--- config.mk ---
export PLATFORM = sky130hd
export DESIGN_NAME = three_wire_tuner_bus_master_flat
export DESIGN_NICKNAME = d
export VERILOG_FILES = /design/src/twtbm_pkg.sv /design/src/twtbm_tick_if.sv /design/src/twtbm_res_if.sv /design/src/twtbm_seq.sv /design/src/three_wire_tuner_bus_master.sv /design/src/flat_wrapper.sv
export VERILOG_INCLUDE_DIRS = /design/src /design/src/src
export SDC_FILE = /design/constraint.sdc
export NUM_CORES = 1
export LEC_CHECK = 0
export ABC_AREA = 1
export BUFFER_PORTS_ARGS = -buffer_cell sky130_fd_sc_hd__buf_2
export CORE_MARGIN = 10
export CORE_UTILIZATION = 40
export CTS_BUF_LIST = sky130_fd_sc_hd__clkbuf_8
export CTS_CLUSTER_DIAMETER = 100
export DETAILED_ROUTE_END_ITERATION = 7
export GPL_TIMING_DRIVEN = 0
export HOLD_SLACK_MARGIN = 0.03
export PLACE_DENSITY_LB_ADDON = 0.2
export SLEW_MARGIN = 40
export SYNTH_ARGS = -nofsm -noshare
export SYNTH_HDL_FRONTEND = slang
export SYNTH_HIERARCHICAL = 1
export SYNTH_SLANG_ARGS = --single-unit
--- constraint.sdc ---
create_clock -name i_clk -period 5.5 [get_ports i_clk]
set_clock_uncertainty 0.1 [all_clocks]
set_input_delay 0.55 -clock i_clk [delete_from_list [all_inputs] [get_ports i_clk]]
set_output_delay 0.55 -clock i_clk [all_outputs]
set_load 0.02 [all_outputs]
--- src/three_wire_tuner_bus_master_defines.svh ---
// Assertion macros for the three-wire tuner bus master.
// Used by the top level; expects i_clk and i_rst_n in scope.
`ifndef THREE_WIRE_TUNER_BUS_MASTER_DEFINES_SVH
`define THREE_WIRE_TUNER_BUS_MASTER_DEFINES_SVH

// same-cycle implication
`define TWTBM_ASSERT_IMPL(name, ante, cons) \
    name: assert property (@(posedge i_clk) disable iff (!i_rst_n) (ante) |-> (cons)) \
        else $error("three-wire bus master: same-cycle check failed");

// next-cycle implication
`define TWTBM_ASSERT_NEXT(name, ante, cons) \
    name: assert property (@(posedge i_clk) disable iff (!i_rst_n) (ante) |=> (cons)) \
        else $error("three-wire bus master: next-cycle check failed");

`endif

--- src/twtbm_pkg.sv ---
// Shared types and constants for the three-wire tuner bus master.
// No dependencies.
`default_nettype none

package twtbm_pkg;

    localparam int PHASE_W = 10;
    localparam logic [PHASE_W-1:0] PHASE_RESET = 10'd10;

    localparam int CMD_W = 2;

    // code 3 is not a command and is treated as idle
    typedef enum logic [CMD_W-1:0] {
        CMD_IDLE  = 2'd0,
        CMD_READ  = 2'd1,
        CMD_WRITE = 2'd2
    } t_cmd;

    // pin levels and flags after one tick
    typedef struct packed {
        logic ce;
        logic cl;
        logic di;
        logic busy;
        logic done;
    } t_pins;

    // sequencer status seen by the top level
    typedef struct packed {
        logic active;
        logic finishing;
    } t_seq_status;

endpackage

`default_nettype wire

--- src/twtbm_tick_if.sv ---
// Tick channel: one beat per timing tick, carries command and pin sample.
// Depends on twtbm_pkg.
`default_nettype none

interface twtbm_tick_if #(
    parameter int ADDR_BITS = 2,
    parameter int DATA_BITS = 21
) ();
    logic                         valid;
    logic                         ready;
    logic [twtbm_pkg::CMD_W-1:0]  cmd;
    logic [ADDR_BITS-1:0]         addr;
    logic [DATA_BITS-1:0]         wdata;
    logic                         do_pin;

    modport source (output valid, cmd, addr, wdata, do_pin, input ready);
    modport sink   (input valid, cmd, addr, wdata, do_pin, output ready);
endinterface

`default_nettype wire

--- src/twtbm_res_if.sv ---
// Result channel: one beat per tick with pin levels, flags and read data.
// No dependencies.
`default_nettype none

interface twtbm_res_if #(
    parameter int DATA_BITS = 21
) ();
    logic                 valid;
    logic                 ready;
    logic                 ce_pin;
    logic                 cl_pin;
    logic                 di_pin;
    logic                 busy_res;
    logic                 done_res;
    logic [DATA_BITS-1:0] rdata;

    modport source (output valid, ce_pin, cl_pin, di_pin, busy_res, done_res, rdata,
                    input ready);
    modport sink   (input valid, ce_pin, cl_pin, di_pin, busy_res, done_res, rdata,
                    output ready);
endinterface

`default_nettype wire

--- src/twtbm_seq.sv ---
// Pin sequencer: transaction state, phase timer, shift registers, phase register.
// Depends on twtbm_pkg.
`default_nettype none

module twtbm_seq #(
    parameter int ADDR_BITS = 2,
    parameter int DATA_BITS = 21
) (
    input  wire logic                          i_clk,
    input  wire logic                          i_rst_n,
    input  wire logic                          i_cfg_we,
    input  wire logic [twtbm_pkg::PHASE_W-1:0] i_cfg_wdata,
    input  wire logic                          i_step,
    input  wire logic [twtbm_pkg::CMD_W-1:0]   i_cmd,
    input  wire logic [ADDR_BITS-1:0]          i_addr,
    input  wire logic [DATA_BITS-1:0]          i_wdata,
    input  wire logic                          i_do_pin,
    output twtbm_pkg::t_pins                   o_pins,
    output logic [DATA_BITS-1:0]               o_rdata,
    output twtbm_pkg::t_seq_status             o_status
);

    localparam int TOTAL_BITS = ADDR_BITS + DATA_BITS;
    localparam int PHASES     = 2 * TOTAL_BITS;
    localparam int BP_W       = $clog2(PHASES + 1);
    localparam int PW         = twtbm_pkg::PHASE_W;

    localparam logic [BP_W-1:0] PHASE_END  = BP_W'(PHASES);
    localparam logic [BP_W-2:0] ADDR_SLOTS = (BP_W-1)'(ADDR_BITS);

    logic [PW-1:0]         r_phase_ticks;
    logic                  r_active,    n_active;
    logic                  r_is_read,   n_is_read;
    logic [BP_W-1:0]       r_bit_phase, n_bit_phase;
    logic [PW-1:0]         r_tick,      n_tick;
    logic [TOTAL_BITS-1:0] r_out_shift, n_out_shift;
    logic [DATA_BITS-1:0]  r_in_shift,  n_in_shift;
    logic                  r_ce, n_ce;
    logic                  r_cl, n_cl;
    logic                  r_di, n_di;
    logic                  done;

    logic [PW-1:0] pt;
    logic [PW:0]   tick_inc;
    logic          last;
    logic          msb;
    logic          finishing;
    logic          start;
    logic          cmd_read;

    assign pt        = (r_phase_ticks == '0) ? PW'(1) : r_phase_ticks;
    assign tick_inc  = {1'b0, r_tick} + (PW+1)'(1);
    assign last      = tick_inc >= {1'b0, pt};
    assign msb       = r_out_shift[TOTAL_BITS-1];
    assign finishing = r_active && (r_bit_phase >= PHASE_END);
    assign cmd_read  = (i_cmd == twtbm_pkg::CMD_READ);
    assign start     = !r_active && (cmd_read || (i_cmd == twtbm_pkg::CMD_WRITE));

    always_comb begin
        n_active    = r_active;
        n_is_read   = r_is_read;
        n_bit_phase = r_bit_phase;
        n_tick      = r_tick;
        n_out_shift = r_out_shift;
        n_in_shift  = r_in_shift;
        n_ce        = r_ce;
        n_cl        = r_cl;
        n_di        = r_di;
        done        = 1'b0;
        if (!r_active) begin
            if (start) begin
                n_active    = 1'b1;
                n_is_read   = cmd_read;
                n_bit_phase = '0;
                n_tick      = '0;
                n_out_shift = {i_addr, cmd_read ? {DATA_BITS{1'b0}} : i_wdata};
                if (cmd_read) begin
                    n_in_shift = '0;
                end
                n_ce = 1'b1;
                n_cl = 1'b1;
            end
        end else if (finishing) begin
            n_ce        = 1'b0;
            n_active    = 1'b0;
            done        = 1'b1;
            n_bit_phase = '0;
            n_tick      = '0;
        end else begin
            // even phase is clock low, odd is clock high
            if (!r_bit_phase[0]) begin
                n_cl = 1'b0;
                if (r_is_read) begin
                    if (r_bit_phase[BP_W-1:1] < ADDR_SLOTS) begin
                        if (r_tick == '0) begin
                            n_di = msb;
                        end
                        if (last) begin
                            n_out_shift = {r_out_shift[TOTAL_BITS-2:0], 1'b0};
                        end
                    end else if (last) begin
                        n_in_shift = {r_in_shift[DATA_BITS-2:0], i_do_pin};
                    end
                end else if (last) begin
                    n_di        = msb;
                    n_out_shift = {r_out_shift[TOTAL_BITS-2:0], 1'b0};
                end
            end else begin
                n_cl = 1'b1;
            end
            if (last) begin
                n_tick      = '0;
                n_bit_phase = r_bit_phase + BP_W'(1);
            end else begin
                n_tick = r_tick + PW'(1);
            end
        end
    end

    always_ff @(posedge i_clk) begin
        if (!i_rst_n) begin
            r_phase_ticks <= twtbm_pkg::PHASE_RESET;
            r_active      <= 1'b0;
            r_is_read     <= 1'b0;
            r_bit_phase   <= '0;
            r_tick        <= '0;
            r_out_shift   <= '0;
            r_in_shift    <= '0;
            r_ce          <= 1'b0;
            r_cl          <= 1'b0;
            r_di          <= 1'b0;
        end else begin
            if (i_cfg_we) begin
                r_phase_ticks <= i_cfg_wdata;
            end
            if (i_step) begin
                r_active    <= n_active;
                r_is_read   <= n_is_read;
                r_bit_phase <= n_bit_phase;
                r_tick      <= n_tick;
                r_out_shift <= n_out_shift;
                r_in_shift  <= n_in_shift;
                r_ce        <= n_ce;
                r_cl        <= n_cl;
                r_di        <= n_di;
            end
        end
    end

    assign o_pins   = '{ce: n_ce, cl: n_cl, di: n_di, busy: n_active, done: done};
    assign o_rdata  = n_in_shift;
    assign o_status = '{active: r_active, finishing: finishing};

endmodule

`default_nettype wire

--- src/three_wire_tuner_bus_master.sv ---
// Three-wire tuner bus master, top level. One tick beat in, one result beat out.
// The result of a tick is on the output register the cycle after acceptance.
// Throughput: one tick per cycle unless o_res stalls; state updates per accepted beat.
// The tick channel stays ready while the held result is being taken.
// Reset (synchronous, active low): idle, pins low, phase length 10, no result held.
// Depends on twtbm_pkg, twtbm_tick_if, twtbm_res_if, twtbm_seq and the defines header.
`default_nettype none
`include "three_wire_tuner_bus_master_defines.svh"

module three_wire_tuner_bus_master #(
    parameter int ADDR_BITS = 2,
    parameter int DATA_BITS = 21
) (
    input  wire logic                          i_clk,
    input  wire logic                          i_rst_n,
    input  wire logic                          i_cfg_we,
    input  wire logic [twtbm_pkg::PHASE_W-1:0] i_cfg_wdata,
    twtbm_tick_if.sink                         i_tick,
    twtbm_res_if.source                        o_res
);

    twtbm_pkg::t_pins       w_pins;
    twtbm_pkg::t_seq_status w_status;
    logic [DATA_BITS-1:0]   w_rdata;
    logic                   w_step;
    logic                   w_run_step;
    logic                   w_end_step;

    twtbm_pkg::t_pins       r_out;
    logic [DATA_BITS-1:0]   r_rdata;
    logic                   r_out_valid;

    assign i_tick.ready = !r_out_valid || o_res.ready;
    assign w_step       = i_tick.valid && i_tick.ready;
    assign w_run_step   = w_step && w_status.active && !w_status.finishing;
    assign w_end_step   = w_step && w_status.finishing;

    twtbm_seq #(
        .ADDR_BITS (ADDR_BITS),
        .DATA_BITS (DATA_BITS)
    ) u_seq (
        .i_clk       (i_clk),
        .i_rst_n     (i_rst_n),
        .i_cfg_we    (i_cfg_we),
        .i_cfg_wdata (i_cfg_wdata),
        .i_step      (w_step),
        .i_cmd       (i_tick.cmd),
        .i_addr      (i_tick.addr),
        .i_wdata     (i_tick.wdata),
        .i_do_pin    (i_tick.do_pin),
        .o_pins      (w_pins),
        .o_rdata     (w_rdata),
        .o_status    (w_status)
    );

    always_ff @(posedge i_clk) begin
        if (!i_rst_n) begin
            r_out_valid <= 1'b0;
        end else if (w_step) begin
            r_out_valid <= 1'b1;
        end else if (o_res.ready) begin
            r_out_valid <= 1'b0;
        end
    end

    always_ff @(posedge i_clk) begin
        if (w_step) begin
            r_out   <= w_pins;
            r_rdata <= w_rdata;
        end
    end

    assign o_res.valid    = r_out_valid;
    assign o_res.ce_pin   = r_out.ce;
    assign o_res.cl_pin   = r_out.cl;
    assign o_res.di_pin   = r_out.di;
    assign o_res.busy_res = r_out.busy;
    assign o_res.done_res = r_out.done;
    assign o_res.rdata    = r_rdata;

    // a running transaction ignores commands and stays busy until its last slot
    `TWTBM_ASSERT_NEXT(a_busy_holds, w_run_step, r_out_valid && r_out.busy && !r_out.done)
    // the tick after the last slot drops CE and flags done
    `TWTBM_ASSERT_NEXT(a_finish_done, w_end_step, r_out_valid && r_out.done && !r_out.ce && !r_out.busy)
    // CE is high exactly while a transaction runs
    `TWTBM_ASSERT_IMPL(a_ce_tracks_busy, r_out_valid, r_out.ce == r_out.busy)

endmodule

`default_nettype wire

--- src/flat_wrapper.sv ---
// flat-port wrapper written by rule: the top's interface ports become plain ports
module three_wire_tuner_bus_master_flat 
#(
    parameter int ADDR_BITS = 2,
    parameter int DATA_BITS = 21
)
  (i_clk, i_rst_n, i_cfg_we, i_cfg_wdata, i_tick_valid, i_tick_cmd, i_tick_addr, i_tick_wdata, i_tick_do_pin, i_tick_ready, o_res_valid, o_res_ce_pin, o_res_cl_pin, o_res_di_pin, o_res_busy_res, o_res_done_res, o_res_rdata, o_res_ready);
  twtbm_tick_if #(.ADDR_BITS(ADDR_BITS), .DATA_BITS(DATA_BITS)) i_tick_i ();
  twtbm_res_if #(.DATA_BITS(DATA_BITS)) o_res_i ();
  input  wire logic i_clk;
  input  wire logic i_rst_n;
  input  wire logic i_cfg_we;
  input  wire logic [twtbm_pkg::PHASE_W-1:0] i_cfg_wdata;
  input wire logic [$bits(i_tick_i.valid)-1:0] i_tick_valid;
  input wire logic [$bits(i_tick_i.cmd)-1:0] i_tick_cmd;
  input wire logic [$bits(i_tick_i.addr)-1:0] i_tick_addr;
  input wire logic [$bits(i_tick_i.wdata)-1:0] i_tick_wdata;
  input wire logic [$bits(i_tick_i.do_pin)-1:0] i_tick_do_pin;
  output wire logic [$bits(i_tick_i.ready)-1:0] i_tick_ready;
  output wire logic [$bits(o_res_i.valid)-1:0] o_res_valid;
  output wire logic [$bits(o_res_i.ce_pin)-1:0] o_res_ce_pin;
  output wire logic [$bits(o_res_i.cl_pin)-1:0] o_res_cl_pin;
  output wire logic [$bits(o_res_i.di_pin)-1:0] o_res_di_pin;
  output wire logic [$bits(o_res_i.busy_res)-1:0] o_res_busy_res;
  output wire logic [$bits(o_res_i.done_res)-1:0] o_res_done_res;
  output wire logic [$bits(o_res_i.rdata)-1:0] o_res_rdata;
  input wire logic [$bits(o_res_i.ready)-1:0] o_res_ready;
  assign i_tick_i.valid = i_tick_valid;
  assign i_tick_i.cmd = i_tick_cmd;
  assign i_tick_i.addr = i_tick_addr;
  assign i_tick_i.wdata = i_tick_wdata;
  assign i_tick_i.do_pin = i_tick_do_pin;
  assign i_tick_ready = i_tick_i.ready;
  assign o_res_valid = o_res_i.valid;
  assign o_res_ce_pin = o_res_i.ce_pin;
  assign o_res_cl_pin = o_res_i.cl_pin;
  assign o_res_di_pin = o_res_i.di_pin;
  assign o_res_busy_res = o_res_i.busy_res;
  assign o_res_done_res = o_res_i.done_res;
  assign o_res_rdata = o_res_i.rdata;
  assign o_res_i.ready = o_res_ready;
  three_wire_tuner_bus_master #(.ADDR_BITS(ADDR_BITS), .DATA_BITS(DATA_BITS)) u_core (.i_clk(i_clk), .i_rst_n(i_rst_n), .i_cfg_we(i_cfg_we), .i_cfg_wdata(i_cfg_wdata), .i_tick(i_tick_i), .o_res(o_res_i));
endmodule
==> results of run 1 <==
-- power breakdown --
group / internal (mW) / switching, mW / total [mW]
clock network: 0.213 / 0.264 / 0.478
registers: 0.816 / 0.0219 / 0.838
logic: 0.105 / 0.198 / 0.303
-- state kept, by name (all words and copies together) (netlist names) --
register                    flops
u_core/u_seq/r_cl               1
u_core/u_seq/r_phase_ticks     10
u_core/u_seq/r_di               1
u_core/u_seq/r_is_read          1
u_core/o_res.cl_pin             1
u_core/o_res.done_res           1
u_core/o_res.busy_res           1
u_core/u_seq/r_in_shift        21
u_core/u_seq/r_out_shift       23
u_core/u_seq/r_tick            10
u_core/u_seq/r_bit_phase        6
u_core/o_res.di_pin             1
u_core/u_seq/r_ce               1
u_core/o_res.rdata             21
u_core/o_res.valid              1
u_core/u_seq/r_active           1
u_core/o_res.ce_pin             1
-- metal layers --
| metal | up-vias | part of all wire, % | GRT usage (%) |
|---|---|---|---|
| li1 | 2527 | - | - |
| met1 | 2268 | 46 | 17.59 |
| met2 | 132 | 47 | 22.89 |
| met3 | 17 | 5.3 | 3.425 |
| met4 | 0 | 1.5 | 5.494 |
| met5 | - | 0 | 0 |
-- final timing paths --
| kind | startpoint | endpoint | slack (ps) |
|---|---|---|---|
| setup reg to reg | u_core/u_seq/r_tick[0]$_SDFFE_PN0P_ | u_core/o_res.rdata[20]$_DFFE_PP_ | 2440 |
| setup / recovery | u_core/u_seq/r_tick[0]$_SDFFE_PN0P_ | u_core/o_res.rdata[20]$_DFFE_PP_ | 2440 |
| hold / removal | i_cfg_wdata[3] | u_core/u_seq/r_phase_ticks[3]$_SDFFE_PN1P_ | 280 |
| hold reg to reg | u_core/u_seq/r_out_shift[0]$_SDFFE_PN0P_ | u_core/u_seq/r_out_shift[0]$_SDFFE_PN0P_ | 360 |
-- worst min-delay path, stage by stage --
cell and delay, ps:
buf_2 70, a21oi_1 50, o21ai_0 60
-- layout make-up --
cell class | count | share of cell area (%)
Timing Repair Buffer | 69 | 5.584
Buffer | 44 | 3.775
Tap cell | 180 | 3.539
Multi-Input combinational cell | 483 | 42.06
Clock inverter | 3 | 0.2753
Inverter | 98 | 5.781
Clock buffer | 13 | 2.812
Sequential cell | 102 | 36.18
==> results by group, run 1 <==
Finish
  – Fin nets: 863
  – Register area: ~2300 um^2
  – Commonest cells after routing, fill and taps aside: nand2_1, inv_1, a21oi_1
  – Finished Layout Cells: 992
  – Finished Core Util: between 40% and 50%
  – Filler Cells Inserted: 1412
  – Most common cell after layout, fill and taps aside: nand2_1
  – Finished layout cell area: approximately 6400 um^2
  – Area of the multi-input gates: 2676 um^2
  – Layout overhead on the synthesized area: 14.14%
  – Diode count: 0
  – Layout cell share with drive strength beyond 1: between 20% and 30%

Placement
  – Final Wtd Congestion: approximately 0.79
  – Pre-CTS setup slack: 2432 ps
  – DP Area: 6167 um^2
  – Dpl cells: a little under 1000
  – Port buffer count: between 60 and 70
  – DP HPWL: ~10000 um

Die
  – Total die area: ~19000 um^2
  – Die W: ~140 um
  – Row cnt: 43
  – Initial Util: 40.48%
  – Die Y: 138.1 um
  – Core Area: about 14000 um^2
  – IO Pins: between 60 and 70

Drt
  – Final ANT Viol Nets: 0
  – DR pass1 iterations: 5
  – Vias: 4944
  – Vias/cell: 4.984
  – Routed len/inst: 13.69 um
  – Final wirelength: 13580 um
  – DR iter-0 viols: 270
  – DRC: 0

Worst setup path
  – Crit path buf inv count: 2
  – Largest delay share family, worst path: simple AND/OR/NAND/NOR gates
  – CP max FO: 10
  – Crit path depth: 17
  – Max incr delay on CP: around 400 ps
  – Critical path's slowest cell: dfxtp_1
  – Critical Path AT: approximately 3100 ps
  – Crit-path cells: ha_1, nand3_2, nor2_4, a31oi_1, a31oi_1, ha_1, nand2_1, nand2_1, a21oi_1, nand2_2, nor2_4, nand2_4, nand2_4, buf_6, nand2_2, nand3_2, inv_1
  – Req. time, crit path: 5540 ps
  – Crit Path Class: flip-flop to flip-flop
  – Startpoint types: flip-flop
  – Worst r2r path cells: 17
  – Crit. End Element: flip-flop

Clock network
  – CTS tree: yes
  – Reg clk slew, reported paths: around 90 ps
  – Clk buf depth: 2
  – H-tree levels: 3
  – Root buffer cell: clkbuf_8
  – Later-pin clock latency in the skew report: ~380 ps
  – Cts repair resizes: 0
  – Postcts setup bufs: 0
  – TritonCTS Sinks: ~100
  – Num CTS Buffers: 9
  – Hold_buf cts: 0

STA
  – Worst hold slack: 277.3 ps
  – Fmax: 327.1 MHz
  – Final WS setup: 2443 ps
  – Slew at the pin closest to its max-slew limit: 836.5 ps
  – Fin. Hold Viols: 0
  – Final worst path period need: 3057 ps
  – Final Slew Violations: 0
  – Final period util: 55.59%
  – Max transition margin: 44.23%
  – Final setup TNS: 0 ps
  – Final-report setup violation count: 0
  – RSZ-0062 raised after global routing: no

Worst hold path
  – Hold path depth: 3
  – Worst hold path class: input pin to flip-flop

Power
  – Overall power: 1.618 mW
  – Lkg Pwr: between 2 and 3 nW
  – Pwr Density: 254.3 nW/um^2
  – VDD IR-drop max: 0.1056 mV

Logic synthesis
  – Mapped cell area: about 5600 um^2
  – Synth warnings: 6
  – Syn nets: 783
  – Mapped Avg Cell Area: 7.669 um^2
  – Post-Syn Instances: 727

Global routing
  – Global Route Usage Sum: between 10 and 15%
  – Antenna violations before repair: 1
  – Largest net degree at the start of global routing: 20
  – Grt total ovfl: 0
  – Vias in the first global route: between 4000 and 5000
  – First-pass GRT wire length: between 20000 and 25000 um

Run status
  – Status: complete, no violations

Run
  – Maximum capacitance violations: 0
(Power assumes the default switching activity.)
==> run 2, diff against run 1 <==
ABC_AREA = 0   (was 1)
clock period = 2.64 ns   (was 5.5 ns; I/O delays follow)
==> results by group, run 2 <==
Finish
  – Register area: ~2300 um^2
  – Layout overhead on the synthesized area: 37.89%
  – Diode count: 0
  – Most common cell after layout, fill and taps aside: buf_2
  – Layout cell share with drive strength beyond 1: 36.90%
  – Largest register FFs: 23
  – Fin nets: a little under 800
  – Filler Cells Inserted: 1138
  – Commonest cells after routing, fill and taps aside: buf_2, dfxtp_1, nand2_1
  – Largest register by flop count: u_core/u_seq/r_out_shift
  – Area of the multi-input gates: about 3200 um^2

Die
  – IO Pins: 69
  – Die Y: around 130 um
  – Core Area: 12720 um^2
  – Row cnt: 41
  – Die W: about 130 um
  – Total die area: 18110 um^2
  – Initial Util: 41.27%

Global routing
  – Vias in the first global route: 5106
  – Antenna violations before repair: 0
  – Largest net degree at the start of global routing: 31
  – First-pass GRT wire length: 24710 um
  – Global Route Usage Sum: around 16%
  – Grt total ovfl: 0

Worst setup path
  – R2R setup slack: -420 ps
  – Critical Path AT: 3080 ps
  – Worst r2r path cells: 13
  – RR Startpoint: u_core/u_seq/r_tick[4]$_SDFFE_PN0P_
  – Req. time, crit path: 2660 ps
  – Crit. End Element: flip-flop
  – R2r endpoint: u_core/o_res.rdata[2]$_DFFE_PP_
  – Startpoint types: flip-flop
  – Crit Path Class: flip-flop to flip-flop
  – CP max FO: 7

STA
  – Fin. Hold Viols: 0
  – Final WS setup: -416.5 ps
  – Fmax: 327.2 MHz
  – Final-report setup violation count: 81
  – Final worst path period need: 3056 ps
  – Final period util: 115.8%
  – Final Slew Violations: 0
  – Worst hold slack: 34.70 ps
  – RSZ-0062 raised after global routing: yes
  – Max transition margin: roughly half
  – Slew at the pin closest to its max-slew limit: 729.4 ps

Power
  – VDD IR-drop max: slightly above 0.3 mV
  – Lkg Pwr: 2.746 nW
  – Pwr Density: 489.0 nW/um^2

Logic synthesis
  – Synth warnings: 6
  – Syn nets: approximately 660
  – Mapped Avg Cell Area: 8.663 um^2
  – Post-Syn Instances: 606
  – Mapped cell area: 5250 um^2

Clock network
  – Root buffer cell: clkbuf_8
  – TritonCTS Sinks: 102
  – Later-pin clock latency in the skew report: 390 ps
  – Clk buf depth: 2
  – Num CTS Buffers: 9
  – Reg clk slew, reported paths: approximately 100 ps
  – CTS tree: yes
  – H-tree levels: 3

Drt
  – Final ANT Viol Nets: 0
  – Final wirelength: about 16000 um
  – DR iter-0 viols: 463
  – DRC: 0
  – DR pass1 iterations: 5
  – Vias/cell: about 5.7
  – Vias: between 5000 and 6000
  – Routed len/inst: about 17 um

Run status
  – Status: finished with violations
  – Failing checks: setup timing

Worst hold path
  – Hold path depth: 3
  – Worst hold path class: input pin to flip-flop
  – Worst hold start: i_cfg_wdata[4]
  – Min-Delay Endpoint: u_core/u_seq/r_phase_ticks[4]$_SDFFE_PN0P_

Placement
  – DP HPWL: 10140 um
  – Pre-CTS setup slack: -592.9 ps
  – Port buffer count: 68
  – Final Wtd Congestion: 0.8732

Run
  – Maximum capacitance violations: 0
-- run 2: power breakdown --
part / switching [mW] / internal (mW)
clock: 0.576 / 0.634
combinational: 0.366 / 0.235
sequential: 0.0490 / 1.68
-- run 2: what timing repair did --
item                                    4_1_cts  5_1_grt
cloned                                        7        1
hold endpoints to repair                      9        0
resized for setup                            72       82
pin swaps                                    20       42
endpoints found under the setup margin       85       85
setup buffers                                14       14
hold buffers                                  9        0
-- run 2: final cells by class --
| cell class | count | share of cell area [%] |
|---|---|---|
| Sequential cell | 102 | 32.08 |
| Tap cell | 172 | 2.973 |
| Multi-Input combinational cell | 431 | 44.31 |
| Clock inverter | 7 | 1.676 |
| Buffer | 49 | 4.684 |
| Clock buffer | 9 | 1.711 |
| Inverter | 19 | 0.9851 |
| Timing Repair Buffer | 112 | 11.58 |
-- run 2: worst max-delay path by stage --
| stage | start | endpoint | slack (ps) | cells after the start |
|---|---|---|---|---|
| final | u_core/u_seq/r_tick[4]$_SDFFE_PN0P_ | u_core/o_res.rdata[2]$_DFFE_PP_ | -420 | 13 |
| after global routing | u_core/u_seq/r_tick[4]$_SDFFE_PN0P_ | u_core/u_seq/r_in_shift[11]$_SDFFE_PN0P_ | -510 | 14 |
| after CTS | u_core/u_seq/r_tick[3]$_SDFFE_PN0P_ | u_core/o_res.rdata[18]$_DFFE_PP_ | -420 | 13 |
| after detailed placement | u_core/u_seq/r_tick[2]$_SDFFE_PN0P_ | u_core/o_res.rdata[18]$_DFFE_PP_ | -590 | 12 |
| after global placement | u_core/u_seq/r_tick[2]$_SDFFE_PN0P_ | u_core/o_res.rdata[20]$_DFFE_PP_ | -560 | 12 |
| after floorplan | u_core/u_seq/r_tick[2]$_SDFFE_PN0P_ | u_core/u_seq/r_tick[4]$_SDFFE_PN0P_ | -200 | 12 |
-- run 2: metal layers --
| layer | vias to the layer above | GRT usage [%] | wire, um |
|---|---|---|---|
| li1 | 2445 | - | - |
| met4 | 0 | 7.134 | 312 |
| met3 | 25 | 3.672 | 860 |
| met2 | 167 | 27.64 | 7913 |
| met1 | 2482 | 19.28 | 6440 |
| met5 | - | 0 | 0 |
-- run 2: per-stage QoR --
step / instances / utilization, % / TNS [ps] / instance area (um^2) / total power, mW
4_1_cts: 890 / 53.79 / -27700 / 6843 / 3.491
5_1_grt: 901 / 56.90 / -33100 / 7239 / 3.689
3_5_place_dp: 846 / 47.19 / -35390 / 6003 / 2.267
6_report: 901 / 56.90 / -24520 / 7239 / 3.540
2_1_floorplan: 606 / - / -4251 / 5448 / 2.103
3_3_place_gp: 846 / 47.19 / -32810 / 6003 / 2.253
-- run 2: worst max-delay path, stage by stage (launching register included) --
cell and delay [ps]:
dfxtp_4 400, and3_4 230, nand3_4 130, xnor2_4 220
ha_4 230, and2_4 130, a221o_1 330, a41o_4 290
a21o_1 210, buf_6 140, buf_16 130, buf_8 130
nand2_2 70, a21oi_2 50
==> run 3, diff against run 2 <==
MAX_ROUTING_LAYER = met4   (was not set)
SYNTH_HIERARCHICAL = not set   (was 1)
==> results by group, run 3 <==
Run status
  – Status: finished with violations
  – Failing checks: setup timing

Clock network
  – TritonCTS Sinks: 102
  – Root buffer cell: clkbuf_8
  – Num CTS Buffers: 9
  – CTS tree: yes
  – Later-pin clock latency in the skew report: 400 ps
  – H-tree levels: 3
  – Clk buf depth: 2
  – Reg clk slew, reported paths: 110 ps

Worst setup path
  – Req. time, crit path: 2790 ps
  – RR Startpoint: u_core.u_seq.r_tick[4]$_SDFFE_PN0P_
  – R2r endpoint: u_core.o_res.rdata[18]$_DFFE_PP_
  – R2R setup slack: -400 ps
  – Crit-path cells: buf_6, nand3_4, nor2_4, nand3_2, xor2_2, inv_1, ha_1, and3_4, nand4_1, buf_4, o221ai_4, buf_12, o21ai_4, buf_8, mux2i_1
  – Critical Path AT: 3180 ps
  – Worst r2r path cells: 15
  – Critical path's slowest cell: dfxtp_2
  – Crit Path Class: flip-flop to flip-flop
  – CP max FO: 10
  – Max incr delay on CP: 340 ps
  – Crit. End Element: flip-flop
  – Startpoint types: flip-flop

Global routing
  – GR met3 Demand/Resource: 4.080%
  – Grt total ovfl: 0
  – First-pass GRT wire length: about 23000 um
  – GR Util met1: 19.56%
  – Vias in the first global route: 4615
  – Largest net degree at the start of global routing: 27
  – Global Route Usage Sum: 15.63%
  – Met2 Resource Use GR: between 20% and 30%
  – Grt peak-use layer: met2
  – Antenna violations before repair: 0

Drt
  – Routed len/inst: 16.42 um
  – Final wirelength: roughly 14000 um
  – Vias: 4666
  – DR pass1 iterations: 5
  – Final ANT Viol Nets: 0
  – DRC: 0
  – Vias/cell: between 5 and 6
  – DR iter-0 viols: 253

Finish
  – Area of the multi-input gates: 2929 um^2
  – Most common cell after layout, fill and taps aside: nand2_1
  – Commonest cells after routing, fill and taps aside: nand2_1, buf_2, dfxtp_1
  – Fin nets: 751
  – Register area: about 2300 um^2
  – Largest register FFs: 23
  – Layout overhead on the synthesized area: 30.41%
  – Filler Cells Inserted: between 1000 and 1500
  – Largest register by flop count: u_core.u_seq.r_out_shift
  – Diode count: 0
  – Layout cell share with drive strength beyond 1: a little under a third

Logic synthesis
  – Post-Syn Instances: 569
  – Largest area contributor in the synthesized netlist: dfxtp_1
  – Area fraction of the dominant cell type after synthesis: 28.42%
  – Top post-synthesis cells by count: nand2_1, dfxtp_1, mux2i_1
  – Unique masters post-synth: 60
  – Syn nets: 625
  – Post-synth EDFFs: 26
  – Mapped Avg Cell Area: 9.407 um^2
  – Mapped cell area: about 5400 um^2
  – Synth warnings: 0
  – Top post-synthesis cells by area: dfxtp_1, edfxtp_1, mux2i_1, nand2_1, o22ai_2
  – Most common cell in the netlist: nand2_1
  – Ys async rst share: 0%
  – Register area share after synthesis: between 40 and 50%
  – Seq cells post-synth: 102
  – Ys flop type: dfxtp_1

Worst hold path
  – Worst hold path class: input pin to flip-flop
  – Worst hold start: i_cfg_we
  – Hold path depth: 3
  – Min-Delay Endpoint: u_core.u_seq.r_phase_ticks[0]$_SDFFE_PN0P_

Die
  – Core Area: between 10000 and 15000 um^2
  – Total die area: 18410 um^2
  – Initial Util: between 40% and 50%
  – Row cnt: 42
  – Die W: roughly 140 um
  – Die Y: around 140 um
  – IO Pins: 69

STA
  – Final worst path period need: a little over 3000 ps
  – Final-report setup violation count: 83
  – Fin. Hold Viols: 0
  – Max transition margin: 56.76%
  – Final WS setup: -398.5 ps
  – Slew at the pin closest to its max-slew limit: 648.7 ps
  – Final period util: 115.1%
  – Worst hold slack: 49.62 ps
  – RSZ-0062 raised after global routing: yes
  – Final Slew Violations: 0
  – Fmax: 329.1 MHz

Placement
  – Final Wtd Congestion: between 0.8 and 0.9
  – Pre-CTS setup slack: -682.7 ps
  – DP HPWL: 9600 um
  – Port buffer count: 68

Run
  – Maximum capacitance violations: 0

Power
  – Lkg Pwr: 2.934 nW
  – Pwr Density: 476.3 nW/um^2
  – VDD IR-drop max: 0.4072 mV
## run 3: worst max-delay path, delay by kind of cell, from the launching register on
family | cells | cell delay, ps
and+or+nand+nor | 5 | 700
buffers and inverters | 5 | 690
AOI/OAI and AO/OA | 2 | 350
DFF | 1 | 340
adders and majority gates | 1 | 270
muxes | 1 | 230
xor gates and xnor gates | 1 | 190
## run 3: worst max path at each step
stage	from	endpoint	cells after the start
final	u_core.u_seq.r_tick[4]$_SDFFE_PN0P_	u_core.o_res.rdata[18]$_DFFE_PP_	15
after detailed placement	u_core.u_seq.r_tick[0]$_SDFFE_PN0P_	u_core.u_seq.r_out_shift[5]$_SDFFE_PN0P_	14
after CTS	u_core.u_seq.r_tick[0]$_SDFFE_PN0P_	u_core.o_res.rdata[1]$_DFFE_PP_	16
after floorplan	u_core.u_seq.r_tick[0]$_SDFFE_PN0P_	u_core.u_seq.r_in_shift[10]$_SDFFE_PN0P_	15
after global routing	u_core.u_seq.r_tick[2]$_SDFFE_PN0P_	u_core.u_seq.r_out_shift[1]$_SDFFE_PN0P_	16
after global placement	u_core.u_seq.r_tick[0]$_SDFFE_PN0P_	u_core.o_res.rdata[18]$_DFFE_PP_	14
## run 3: routing by layer
layer | wire length (um) | share of wire, %
met4 | 232 | 1.6
met3 | 798 | 5.5
met5 | 0 | 0
met1 | 6699 | 47
met2 | 6656 | 46
## run 3: kinds of logic (layout without fill, tap and decap cells)
family | after synthesis | count (layout) | share of synthesized area, %
buffers and inverters | 85 | 216 | 7.270
AND/OR/NAND/NOR | 197 | 197 | 17.27
multiplexers | 53 | 53 | 9.958
XOR/XNOR | 8 | 8 | 1.309
AO/OA/AOI/OAI | 109 | 109 | 17.67
adder cells (fa/ha/maj) | 15 | 15 | 3.506
flip-flops | 102 | 102 | 43.01
## run 3: through the flow
step	TNS (ps)	area [um^2]	util, %	total power, mW	cells
after detailed placement	-48530	5988	45.40	2.164	813
after CTS	-33110	6770	51.33	3.347	864
after global routing	-37350	6980	52.92	3.469	876
after global placement	-44160	5988	45.40	2.157	813
final	-27300	6980	52.92	3.325	876
after floorplan	-21420	5428	-	2.022	569
## run 3: cell type report
class                   instances  area share (%)
clock buffers                   9           1.775
repair buffers                116           11.92
flip-flops and latches        102           33.16
multi-input cells             382           41.96
well taps                     176           3.155
clock inverters                 7           1.470
plain buffers                  42           4.302
inverters                      42           2.258
## run 3: power by group
part / total, mW / internal, mW / switching, mW
sequential: 1.69 / 1.66 / 0.0308
clock: 1.14 / 0.545 / 0.595
combinational: 0.492 / 0.201 / 0.290
## run 3: what timing repair did
action / in CTS / in global routing
hold buffers: 11 / 0
resized for setup: 43 / 40
hold endpoints to repair: 11 / 0
buffers inserted: 20 / 14
cloned: 5 / 0
setup endpoints to repair: 83 / 85
pin swaps: 20 / 19
